[src/sfr_pkg.sv]
`timescale 1ns / 1ps

package sfr_pkg;

  // sizes of the window, pattern and replacement
  localparam int PATTERN_MAX = 16;
  localparam int REPLACE_MAX = 16;
  localparam int WIN_DEPTH   = 16;
  localparam int CHAR_W      = 8;
  localparam int LEN_W       = 5;
  localparam int IDX_W       = 4;
  localparam int DATA_W      = 64;
  localparam int ADDR_W      = 6;
  localparam int REG_SEL_W   = 3;
  localparam int STR_W       = WIN_DEPTH * CHAR_W;

  // register indexes (byte address is 8 times the index)
  localparam logic [REG_SEL_W-1:0] REG_PAT_LO  = 3'd0;
  localparam logic [REG_SEL_W-1:0] REG_PAT_HI  = 3'd1;
  localparam logic [REG_SEL_W-1:0] REG_PAT_LEN = 3'd2;
  localparam logic [REG_SEL_W-1:0] REG_REP_LO  = 3'd3;
  localparam logic [REG_SEL_W-1:0] REG_REP_HI  = 3'd4;
  localparam logic [REG_SEL_W-1:0] REG_REP_LEN = 3'd5;

  typedef enum logic [1:0] {
    ST_IDLE,
    ST_REPL,
    ST_WIN,
    ST_MARK
  } sfr_state_t;

  // configuration as seen by the datapath, lengths already clamped
  typedef struct packed {
    logic [STR_W-1:0] pat;
    logic [STR_W-1:0] rep;
    logic [LEN_W-1:0] plen;
    logic [LEN_W-1:0] rlen;
  } sfr_cfg_t;

  // per-cell control from the sequencer
  typedef struct packed {
    logic load;
    logic shift;
  } sfr_cell_ctl_t;

  function automatic logic [LEN_W-1:0] clamp_len(logic [LEN_W-1:0] v, logic [LEN_W-1:0] cap);
    logic [LEN_W-1:0] r;
    r = (v > cap) ? cap : v;
    return r;
  endfunction

endpackage

[src/sfr_cell.sv]
`timescale 1ns / 1ps

module sfr_cell import sfr_pkg::*; (
  input  logic              clk,
  input  sfr_cell_ctl_t     ctl,
  input  logic [CHAR_W-1:0] load_char,
  input  logic [CHAR_W-1:0] next_char,
  input  logic [CHAR_W-1:0] pat_char,
  input  logic              in_use,
  output logic [CHAR_W-1:0] char_q,
  output logic              eq
);

  logic [CHAR_W-1:0] char_r;
  logic [CHAR_W-1:0] char_nxt;
  logic [CHAR_W-1:0] eff_char;

  // value this cell holds once the incoming character is placed
  assign eff_char = ctl.load ? load_char : char_r;

  // cells beyond the pattern length always agree
  assign eq = !in_use || (eff_char == pat_char);

  // load a new character or take the neighbour's on a pop
  always_comb begin
    char_nxt = char_r;
    if (ctl.load) begin
      char_nxt = load_char;
    end else if (ctl.shift) begin
      char_nxt = next_char;
    end
  end

  always_ff @(posedge clk) begin
    char_r <= char_nxt;
  end

  assign char_q = char_r;

endmodule

[src/sfr_regs.sv]
`timescale 1ns / 1ps

module sfr_regs import sfr_pkg::*; (
  input  logic              clk,
  input  logic              rst_n,
  input  logic              psel,
  input  logic              penable,
  input  logic              pwrite,
  input  logic [ADDR_W-1:0] paddr,
  input  logic [DATA_W-1:0] pwdata,
  output logic [DATA_W-1:0] prdata,
  output logic              pready,
  output sfr_cfg_t          cfg,
  output logic              plen_wr
);

  logic [DATA_W-1:0]    pat_lo_r, pat_hi_r, rep_lo_r, rep_hi_r;
  logic [LEN_W-1:0]     plen_r, rlen_r;
  logic [REG_SEL_W-1:0] sel;
  logic                 wr_en;

  assign pready = 1'b1;
  assign sel    = paddr[ADDR_W-1:3];
  assign wr_en  = psel && penable && pwrite;

  // write side, unknown indexes are dropped
  always_ff @(posedge clk) begin
    if (!rst_n) begin
      pat_lo_r <= '0;
      pat_hi_r <= '0;
      rep_lo_r <= '0;
      rep_hi_r <= '0;
      plen_r   <= '0;
      rlen_r   <= '0;
    end else if (wr_en) begin
      unique case (sel)
        REG_PAT_LO:  pat_lo_r <= pwdata;
        REG_PAT_HI:  pat_hi_r <= pwdata;
        REG_PAT_LEN: plen_r   <= pwdata[LEN_W-1:0];
        REG_REP_LO:  rep_lo_r <= pwdata;
        REG_REP_HI:  rep_hi_r <= pwdata;
        REG_REP_LEN: rlen_r   <= pwdata[LEN_W-1:0];
        default: ;
      endcase
    end
  end

  // a new pattern length throws away the pending window
  assign plen_wr = wr_en && (sel == REG_PAT_LEN);

  // read side
  always_comb begin
    unique case (sel)
      REG_PAT_LO:  prdata = pat_lo_r;
      REG_PAT_HI:  prdata = pat_hi_r;
      REG_PAT_LEN: prdata = DATA_W'(plen_r);
      REG_REP_LO:  prdata = rep_lo_r;
      REG_REP_HI:  prdata = rep_hi_r;
      REG_REP_LEN: prdata = DATA_W'(rlen_r);
      default:     prdata = '0;
    endcase
  end

  assign cfg.pat  = {pat_hi_r, pat_lo_r};
  assign cfg.rep  = {rep_hi_r, rep_lo_r};
  assign cfg.plen = clamp_len(plen_r, LEN_W'(PATTERN_MAX));
  assign cfg.rlen = clamp_len(rlen_r, LEN_W'(REPLACE_MAX));

endmodule

[src/stream_find_replace.sv]
`timescale 1ns / 1ps

// Streaming find-and-replace over 8-bit characters. Pending characters sit in a
// row of 16 cells, each comparing its character with its pattern byte, so a
// match is decided in the cycle a character is accepted. Each accepted item is
// followed by the results it causes (a replacement burst, popped window
// characters, a flush, or the empty end marker): in_stall is held high while
// those results are issued, one a cycle through a single output register, and
// longer if out_stall holds that register. An item causing no result leaves
// in_stall low. There is no clearing pass after reset.

module stream_find_replace import sfr_pkg::*; (
  input  logic              clk,
  input  logic              rst_n,
  // input requests
  input  logic              in_valid,
  output logic              in_stall,
  input  logic              in_has_char,
  input  logic [CHAR_W-1:0] in_char,
  input  logic              in_is_last,
  // result requests
  output logic              out_valid,
  input  logic              out_stall,
  output logic              out_char_valid,
  output logic [CHAR_W-1:0] out_char,
  output logic              out_last_of_run,
  output logic              out_stream_done,
  output logic              out_match_seen,
  // configuration
  input  logic              psel,
  input  logic              penable,
  input  logic              pwrite,
  input  logic [ADDR_W-1:0] paddr,
  input  logic [DATA_W-1:0] pwdata,
  output logic [DATA_W-1:0] prdata,
  output logic              pready
);

  sfr_cfg_t   cfg;
  logic       plen_wr;
  sfr_state_t state_r, state_nxt;

  logic [LEN_W-1:0] wc_r, wc_nxt;
  logic [LEN_W-1:0] cnt_r, cnt_nxt;
  logic [IDX_W-1:0] rep_idx_r, rep_idx_nxt;
  logic             seen_r, seen_nxt;
  logic             job_last_r, job_last_nxt;
  logic             job_seen_r, job_seen_nxt;

  logic              out_valid_r, out_valid_nxt;
  logic              out_cv_r, out_cv_nxt;
  logic [CHAR_W-1:0] out_char_r, out_char_nxt;
  logic              out_lor_r, out_lor_nxt;
  logic              out_done_r, out_done_nxt;
  logic              out_seen_r, out_seen_nxt;

  logic acc, adv, shift_en;

  logic [CHAR_W-1:0] cell_char [WIN_DEPTH];
  logic [WIN_DEPTH-1:0] cell_eq;

  logic [LEN_W-1:0] wcw, wc1;
  logic             is_cmp, is_match, seen_new;
  sfr_state_t       dec_state;
  logic [LEN_W-1:0] dec_cnt, dec_wc;
  logic [CHAR_W-1:0] rep_char;

  sfr_regs u_regs (
    .clk     (clk),
    .rst_n   (rst_n),
    .psel    (psel),
    .penable (penable),
    .pwrite  (pwrite),
    .paddr   (paddr),
    .pwdata  (pwdata),
    .prdata  (prdata),
    .pready  (pready),
    .cfg     (cfg),
    .plen_wr (plen_wr)
  );

  // handshakes
  assign in_stall = (state_r != ST_IDLE);
  assign acc      = in_valid && !in_stall;
  assign adv      = !out_valid_r || !out_stall;

  // slot for the incoming character
  assign wcw = (wc_r >= cfg.plen) ? '0 : wc_r;
  assign wc1 = wcw + LEN_W'(1);

  // row of window cells
  for (genvar i = 0; i < WIN_DEPTH; i++) begin : g_cell
    sfr_cell_ctl_t     ctl;
    logic [CHAR_W-1:0] next_char;

    assign ctl.load  = acc && in_has_char && (wcw == LEN_W'(i));
    assign ctl.shift = shift_en;
    assign next_char = (i == WIN_DEPTH - 1) ? cell_char[i] : cell_char[(i + 1) % WIN_DEPTH];

    sfr_cell u_cell (
      .clk       (clk),
      .ctl       (ctl),
      .load_char (in_char),
      .next_char (next_char),
      .pat_char  (cfg.pat[i*CHAR_W +: CHAR_W]),
      .in_use    (LEN_W'(i) < cfg.plen),
      .char_q    (cell_char[i]),
      .eq        (cell_eq[i])
    );
  end

  // decide the job an accepted item starts
  assign is_cmp   = in_has_char && (cfg.plen != '0) && (wc1 == cfg.plen);
  assign is_match = is_cmp && (&cell_eq);
  assign seen_new = seen_r || is_match;

  always_comb begin
    dec_state = ST_IDLE;
    dec_cnt   = '0;
    dec_wc    = wc_r;
    priority if (in_has_char && (cfg.plen == '0)) begin
      dec_state = ST_WIN;
      dec_cnt   = LEN_W'(1);
      dec_wc    = '0;
    end else if (is_match) begin
      dec_state = (cfg.rlen != '0) ? ST_REPL : (in_is_last ? ST_MARK : ST_IDLE);
      dec_cnt   = cfg.rlen;
      dec_wc    = '0;
    end else if (is_cmp) begin
      dec_state = ST_WIN;
      dec_cnt   = in_is_last ? cfg.plen : LEN_W'(1);
      dec_wc    = in_is_last ? '0 : cfg.plen - LEN_W'(1);
    end else if (in_has_char) begin
      dec_state = in_is_last ? ST_WIN : ST_IDLE;
      dec_cnt   = in_is_last ? wc1 : '0;
      dec_wc    = in_is_last ? '0 : wc1;
    end else if (in_is_last) begin
      dec_state = (wc_r != '0) ? ST_WIN : ST_MARK;
      dec_cnt   = wc_r;
      dec_wc    = '0;
    end else begin
      // idle item leaves everything as it is
      dec_wc    = wc_r;
    end
  end

  assign rep_char = cfg.rep[{rep_idx_r, 3'b000} +: CHAR_W];

  // next state
  always_comb begin
    state_nxt = state_r;
    unique case (state_r)
      ST_IDLE: begin
        if (acc) state_nxt = dec_state;
      end
      ST_REPL, ST_WIN: begin
        if (adv && (cnt_r == LEN_W'(1))) state_nxt = ST_IDLE;
      end
      ST_MARK: begin
        if (adv) state_nxt = ST_IDLE;
      end
      default: state_nxt = ST_IDLE;
    endcase
  end

  // datapath and result register
  always_comb begin
    cnt_nxt       = cnt_r;
    rep_idx_nxt   = rep_idx_r;
    wc_nxt        = wc_r;
    seen_nxt      = seen_r;
    job_last_nxt  = job_last_r;
    job_seen_nxt  = job_seen_r;
    shift_en      = 1'b0;
    out_valid_nxt = out_valid_r && out_stall;
    out_cv_nxt    = out_cv_r;
    out_char_nxt  = out_char_r;
    out_lor_nxt   = out_lor_r;
    out_done_nxt  = out_done_r;
    out_seen_nxt  = out_seen_r;
    unique case (state_r)
      ST_IDLE: begin
        if (acc) begin
          cnt_nxt      = dec_cnt;
          rep_idx_nxt  = '0;
          wc_nxt       = dec_wc;
          job_last_nxt = in_is_last;
          job_seen_nxt = seen_new;
          seen_nxt     = in_is_last ? 1'b0 : seen_new;
        end
      end
      ST_REPL: begin
        if (adv) begin
          out_valid_nxt = 1'b1;
          out_cv_nxt    = 1'b1;
          out_char_nxt  = rep_char;
          out_lor_nxt   = (cnt_r == LEN_W'(1));
          out_done_nxt  = job_last_r && (cnt_r == LEN_W'(1));
          out_seen_nxt  = job_seen_r;
          cnt_nxt       = cnt_r - LEN_W'(1);
          rep_idx_nxt   = rep_idx_r + IDX_W'(1);
        end
      end
      ST_WIN: begin
        if (adv) begin
          out_valid_nxt = 1'b1;
          out_cv_nxt    = 1'b1;
          out_char_nxt  = cell_char[0];
          out_lor_nxt   = (cnt_r == LEN_W'(1));
          out_done_nxt  = job_last_r && (cnt_r == LEN_W'(1));
          out_seen_nxt  = job_seen_r;
          cnt_nxt       = cnt_r - LEN_W'(1);
          shift_en      = 1'b1;
        end
      end
      ST_MARK: begin
        if (adv) begin
          out_valid_nxt = 1'b1;
          out_cv_nxt    = 1'b0;
          out_char_nxt  = '0;
          out_lor_nxt   = 1'b1;
          out_done_nxt  = job_last_r;
          out_seen_nxt  = job_seen_r;
        end
      end
      default: ;
    endcase
    // pattern length rewrite empties the window
    if (plen_wr) wc_nxt = '0;
  end

  // control registers
  always_ff @(posedge clk) begin
    if (!rst_n) begin
      state_r     <= ST_IDLE;
      wc_r        <= '0;
      cnt_r       <= '0;
      rep_idx_r   <= '0;
      seen_r      <= 1'b0;
      out_valid_r <= 1'b0;
    end else begin
      state_r     <= state_nxt;
      wc_r        <= wc_nxt;
      cnt_r       <= cnt_nxt;
      rep_idx_r   <= rep_idx_nxt;
      seen_r      <= seen_nxt;
      out_valid_r <= out_valid_nxt;
    end
  end

  // payload registers
  always_ff @(posedge clk) begin
    job_last_r <= job_last_nxt;
    job_seen_r <= job_seen_nxt;
    out_cv_r   <= out_cv_nxt;
    out_char_r <= out_char_nxt;
    out_lor_r  <= out_lor_nxt;
    out_done_r <= out_done_nxt;
    out_seen_r <= out_seen_nxt;
  end

  assign out_valid       = out_valid_r;
  assign out_char_valid  = out_cv_r;
  assign out_char        = out_char_r;
  assign out_last_of_run = out_lor_r;
  assign out_stream_done = out_done_r;
  assign out_match_seen  = out_seen_r;

  // pending window always shorter than the pattern
  a_wc_bound: assert property (@(posedge clk) disable iff (!rst_n)
    (wc_r == '0) || (wc_r < cfg.plen))
    else $error("window count not below pattern length");

  // an emitting state always has results left
  a_cnt_live: assert property (@(posedge clk) disable iff (!rst_n)
    ((state_r == ST_WIN) || (state_r == ST_REPL)) |-> (cnt_r != '0))
    else $error("emitting with no results left");

  // end of string only on the last result of a request
  a_done_last: assert property (@(posedge clk) disable iff (!rst_n)
    (out_valid_r && out_done_r) |-> out_lor_r)
    else $error("stream done without last of run");

  // end marker carries a zero character
  a_mark_zero: assert property (@(posedge clk) disable iff (!rst_n)
    (out_valid_r && !out_cv_r) |-> ((out_char_r == '0) && out_lor_r))
    else $error("empty result malformed");

  // sticky flag cleared once a string ends
  a_seen_clr: assert property (@(posedge clk) disable iff (!rst_n)
    (acc && in_is_last) |=> !seen_r)
    else $error("match flag survived end of string");

endmodule
[config.mk]
export PLATFORM = sky130hd
export DESIGN_NAME = stream_find_replace
export DESIGN_NICKNAME = d
export VERILOG_FILES = /design/src/sfr_pkg.sv /design/src/sfr_cell.sv /design/src/sfr_regs.sv /design/src/stream_find_replace.sv
export SDC_FILE = /design/constraint.sdc
export NUM_CORES = 1
export LEC_CHECK = 0
export ABC_AREA = 0
export BUFFER_PORTS_ARGS = -buffer_cell sky130_fd_sc_hd__buf_2
export CORE_UTILIZATION = 47
export DETAILED_ROUTE_END_ITERATION = 12
export GPL_TIMING_DRIVEN = 0
export SYNTH_ARGS = -nofsm -noshare
export SYNTH_HDL_FRONTEND = slang
export SYNTH_SLANG_ARGS = --single-unit
[constraint.sdc]
create_clock -name clk -period 7 [get_ports clk]
set_clock_uncertainty 0.1 [all_clocks]
set_input_delay 1.05 -clock clk [delete_from_list [all_inputs] [get_ports clk]]
set_output_delay 1.05 -clock clk [all_outputs]
set_load 0.02 [all_outputs]
==> results of run 1 <==
## placed cells by master (no fill, tap or decap), types with 49 or more instances in the layout
cell type / n
nor2_1: 51
edfxtp_1: 134
buf_2: 170
nand2_1: 757
clkbuf_16: 49
dfxtp_1: 290
o21ai_0: 110
a221o_1: 59
clkbuf_1: 186
a21oi_1: 342
a22o_1: 70
inv_1: 133
o22ai_1: 82
## critical path, cell delays in order, from the launching register on
cell and delay, ns:
dfxtp_4 0.50, clkinv_2 0.29, nand2_1 0.27, inv_1 0.14
ha_1 0.28, nand2b_1 0.21, a32oi_4 0.45, buf_2 0.33
and3_1 0.19, ha_1 0.38, nand2_1 0.29, clkbuf_1 0.29
nor4_1 0.35, o2bb2ai_1 0.18, o41ai_4 0.61, o311ai_1 0.32
a21oi_1 0.18, o2111ai_1 0.20, nor4_4 0.34, buf_4 0.27
o21ai_1 0.14, a2111oi_2 0.46, o21a_1 0.16
## sequential cells by signal, indices dropped and copies added (netlist names), 2 cells and up
signal,count
state_r,2
out_char,8
wc_r,5
rep_idx_r,4
u_regs.rep_lo_r,64
cnt_r,5
u_regs.pat_hi_r,64
u_regs.rlen_r,5
u_regs.plen_r,5
u_regs.rep_hi_r,64
u_regs.pat_lo_r,64
g_cell.u_cell.char_q,128
## final cells by class
type                    instances  area (sq um)
clock inverters                14           148
flip-flops and latches        426          9870
well taps                     615           769
clock buffers                  74          1430
plain buffers                 210           840
inverters                     136           512
multi-input cells            1996         11900
fillers                      4666         21700
repair buffers                158           793
## power groups by stage
stage / registers (mW) / logic, mW / clock network (mW)
2_1_floorplan: 2.75 / 0.296 / 0
3_3_place_gp: 2.77 / 0.519 / 0
3_5_place_dp: 2.77 / 0.529 / 0
4_1_cts: 2.72 / 0.531 / 2.59
5_1_grt: 2.73 / 0.579 / 2.68
6_report: 2.73 / 0.554 / 2.59
## kinds of logic (layout without fill, tap and decap cells)
group                      count (synthesis)  after routing
xor gates and xnor gates                  56             56
muxes                                    107            107
AOI/OAI and AO/OA                        818            818
buffers and inverters                    348            592
adders and majority gates                 18             18
other                                      1              1
DFF                                      426            426
and+or+nand+nor                          996            996
## through the flow
| step | hold slack (ns) | TNS [ns] |
|---|---|---|
| after global routing | 0.351 | 0 |
| after detailed placement | 0.332 | -18.94 |
| after floorplan | 0.300 | 0 |
| after global placement | 0.314 | -19.17 |
| final | 0.337 | -0.0407 |
| after CTS | 0.334 | 0 |
## per-layer routing
layer / share of wire [%] / track usage, % / vias to the layer above
met1: 37 / 54.0 / 11525
met3: 12 / 10.8 / 392
li1: - / - / 10347
met5: 0.012 / 0 / -
met4: 7.0 / 26.5 / 2
met2: 43 / 65.6 / 1776
## worst paths after layout
kind,startpoint,to
min reg2reg,job_seen_r,out_match_seen
max reg2reg,u_regs.plen_r[4],state_r[0]
max,u_regs.plen_r[4],state_r[0]
min,job_seen_r,out_match_seen
## repair_timing
| item | CTS | global route |
|---|---|---|
| gates cloned | 0 | 0 |
| setup endpoints to repair | 14 | 7 |
| resized for setup | 11 | 6 |
==> flow_summary.toml, run 1 <==
[power_and_ir_drop]
internal_power_mw = 4.28
seqPwrFrac_pct = 46.5
ir_worst_vdd_mv = 0.179
p_leak_nw = 9.29
report.power.total_mw = 5.87
power_frac_comb_pct = 9.4
powerDensity_nw_per_um2 = 223
p_switching_mw = 1.59
swShare_pct = 27.1
pwr-share-clk_pct = 44.1

[global_routing]
grt.total_usage_pct = 42.8
grt-ovfl-total = 0
grt_pass1_vias = 22314
antenna_found_initial = 5
grt_max_degree = 14
grt_pass1_wl_mm = 153

[floorplan]
initial_core_util_pct = 48.0
fp.dieArea_sq_um = 50000
die_h_um = 224
rows = 80
io-pin-count = 166
die_width_um = 224
core_sq_um = 48000

[sta]
relSlewSlack_pct = 14.6
worst_slack_ns = -0.0288
finalCriticalPeriod_ns = 7.03
final_hold_viol_count = 0
setup_viol = 2
clock.fmax_mhz = 142
rsz0062_at_grt = "false"
finalMaxSlewViolations = 0
tightest_slew_ns = 1.27
final.period_utilization_pct = 100

[logic_synthesis]
synth_area_leader_cell = "dfxtp_1"
syn_area_per_cell_sq_um = 8.33
synth_common_cells = "757 x nand2_1, 342 x a21oi_1, 292 x dfxtp_1, 175 x clkbuf_1, 134 x edfxtp_1"
synth-simple-area-share_pct = 18.4
synth.most_common_cell = "nand2_1"
synthMuxAreaShare_pct = 7.05
syn-cell-area_sq_um = 23100
yosys-top-cells-area = "dfxtp_1 25%, edfxtp_1 17%, nand2_1 12%"
dominantRegCellSynth = "dfxtp_1"
yosysTopAreaCellShare_pct = 25.3
synth_fa_ha_area_share_pct = 0.966
synth_compound_area_share_pct = 22.8
synth_seq_area_share_pct = 42.8
synth_top_family_by_area = "compound AO/OA/AOI/OAI gates"
async_flop_share_pct = 0
syn_inst = 2770
syn_nets = 2874
synth-xor-area-share_pct = 2.13
ys_types = 82
yosys_warnings = 0
synth_edf_count = 134
ys_ff_latch = 426

[cts]
postCtsSetupBuffers = 0
cts_root_buf = "clkbuf_16"
clock_latency_ns = 0.61
cts_tree = "done"
cts_buffers = 48
cts_max_level = 2
clk_pin_slew_worst_paths_ns = 0.06
clock_sinks = 426
clock_path_buffers = 3
postCtsHoldBufs = 0

[route]
wl_per_cell_um = 30.0
vias_per_cell = 6.62
via_count = 24042
drt_iter0_drc = 3453
routed_wl_mm = 109
antenna_left = 0
drc = 0
drt_first_pass_iters = 6

[final_layout]
instances_no_fill = 3629
final_area_sq_um = 26300
post-route-util_pct = 54.8
drive_gt1_share_pct = 11.4
areaGrowthSynthToFinish_pct = 14.1
fin_nets = 3080
n_antenna_cell = 0

[setup_path]
r2r_cells = 22
r2r_setup_slack_ns = -0.03
path_class = "reg2reg"
required_ns = 7.45
cp.arrival_ns = 7.47
path_max_fanout = 10
start_kind = "register"
end_kind = "register"

[place]
hpwl_mm = 84.4
dpl_cell_area_sq_um = 24600
io_buffers = 157
pre_cts_ws_ns = -1.69
placed_cells = 3543
place.gp.congestion = 1.07

[run_status]
status = "finished with violations"
violations = "setup timing"

[flow_run]
cap_viol_max_count = 0

[min_path]
hold-path-cell-count = 0
min_path_type = "reg2reg"
(Power assumes the default switching activity.)
==> run 2, diff against run 1 <==
GPL_TIMING_DRIVEN = default   (was 0)
==> run 2 against run 1 <==
The flow now finishes without violations. Sequential cell count stayed put. Critical path depth is 1 higher. Core utilization fell by 0.89 points. Sequential power about the same. Via count fell by 6.8%. Cell count down 4.3%. Register-to-register slack gained 0.74 ns. Die area stayed put. Count of clock-buffer cells in the layout up 1. Combinational power down 9.6%. Power fell by 0.28%.
==> flow_summary.toml, run 2 (synthesis gave the netlist of run 1 again) <==
[run_status]
status = "finished clean"

[setup_path]
path_class = "reg2reg"
path_max_fanout = 18
required_ns = 7.46
cp.arrival_ns = 6.75
start_kind = "register"
end_kind = "register"

[power_and_ir_drop]
p_leak_nw = 9.31
seqPwrFrac_pct = 46.6
ir_worst_vdd_mv = 0.208
p_switching_mw = 1.54
pwr-share-clk_pct = 44.9
swShare_pct = 26.2
report.power.total_mw = 5.85
internal_power_mw = 4.32
power_frac_comb_pct = 8.6
powerDensity_nw_per_um2 = 226

[sta]
tightest_slew_ns = 1.27
fin_tns_setup_ns = 0
final_hold_viol_count = 0
worst_slack_ns = 0.707
relSlewSlack_pct = 14.6
setup_viol = 0
rsz0062_at_grt = "false"
final.period_utilization_pct = 89.9
clock.fmax_mhz = 159
finalMaxSlewViolations = 0
finalCriticalPeriod_ns = 6.29
holdWs_ns = 0.350

[floorplan]
die_width_um = 224
core_sq_um = 48000
io-pin-count = 166
die_h_um = 224
initial_core_util_pct = 48.0
rows = 80
fp.dieArea_sq_um = 50000

[cts]
cts_root_buf = "clkbuf_16"
cts_buffers = 48
clk_pin_slew_worst_paths_ns = 0.06
postCtsHoldBufs = 0
clock_sinks = 426
cts_resized = 0
cts_max_level = 2
postCtsSetupBuffers = 0
cts_tree = "done"
clock_latency_ns = 0.62
clock_path_buffers = 3

[final_layout]
areaGrowthSynthToFinish_pct = 12.2
final_common_cell = "nand2_1"
final_area_sq_um = 25900
n_antenna_cell = 0
largest_reg_flops = 128
mostFrequentLayoutCells = "753 x nand2_1, 342 x a21oi_1, 291 x dfxtp_1"
fin_nets = 2925
drive_gt1_share_pct = 13.5
instances_no_fill = 3474
post-route-util_pct = 53.9

[route]
routed_wl_mm = 95.4
drt_first_pass_iters = 6
drc = 0
vias_per_cell = 6.45
drt_iter0_drc = 2785
via_count = 22416
wl_per_cell_um = 27.4
antenna_left = 0

[min_path]
min_path_type = "reg2reg"

[global_routing]
grt_max_degree = 120
grt_pass1_wl_mm = 139
grt_pass1_vias = 20941
antenna_found_initial = 0
grt.total_usage_pct = 37.6
grt-ovfl-total = 0

[place]
place.gp.congestion = 0.995
dpl_cell_area_sq_um = 24300
io_buffers = 161
pre_cts_ws_ns = 0.931
hpwl_mm = 67.3
placed_cells = 3386

[flow_run]
cap_viol_max_count = 0
[run 2: path summary, 6_finish.rpt]
path                            cells after the start              to  slack (ns)        startpoint
worst max register to register                     23      state_r[0]        0.71  u_regs.plen_r[4]
worst min-delay path                                0  out_match_seen        0.35        job_seen_r
worst min register to register                      0  out_match_seen        0.35        job_seen_r
worst max-delay path                               23      state_r[0]        0.71  u_regs.plen_r[4]
[run 2: cell type report]
type | instances | area [sq um]
Clock buffer | 75 | 1430
Clock inverter | 13 | 185
Fill cell | 4455 | 22200
Inverter | 136 | 518
Multi-Input combinational cell | 1996 | 11900
Sequential cell | 426 | 9870
Tap cell | 615 | 769
Timing Repair Buffer | 213 | 1200
[run 2: power by group through the flow]
stage | Clock (mW) | Sequential (mW) | Combinational, mW
final | 2.63 | 2.73 | 0.501
after global routing | 2.74 | 2.73 | 0.534
after CTS | 2.64 | 2.72 | 0.489
after detailed placement | 0 | 2.78 | 0.487
after global placement | 0 | 2.77 | 0.481
after floorplan | 0 | 2.75 | 0.296
[run 2: worst max-delay path: stages, from the launching register on]
cell       delay, ns
dfxtp_1         0.33
clkinv_1        0.31
nand2_1         0.27
inv_1           0.12
ha_1            0.27
nand2b_1        0.18
a32o_1          0.29
nor2_2          0.33
nand2_1         0.16
inv_1           0.13
ha_1            0.34
nor2b_1         0.23
nand4_1         0.28
nor2_2          0.67
mux2i_1         0.27
o22ai_1         0.10
a211oi_1        0.23
a31o_2          0.23
o2111ai_1       0.14
nor4_2          0.29
buf_4           0.27
o21ai_1         0.11
a2111oi_2       0.41
o21a_1          0.15
[run 2: layer usage]
metal  share of wire (%)  GRT usage, %  vias up
met5                   0             0        -
met3                 9.7          6.22      256
met1                  39          49.1    10833
met2                  45          58.3     1308
li1                    -             -    10019
met4                 7.0          23.1        0
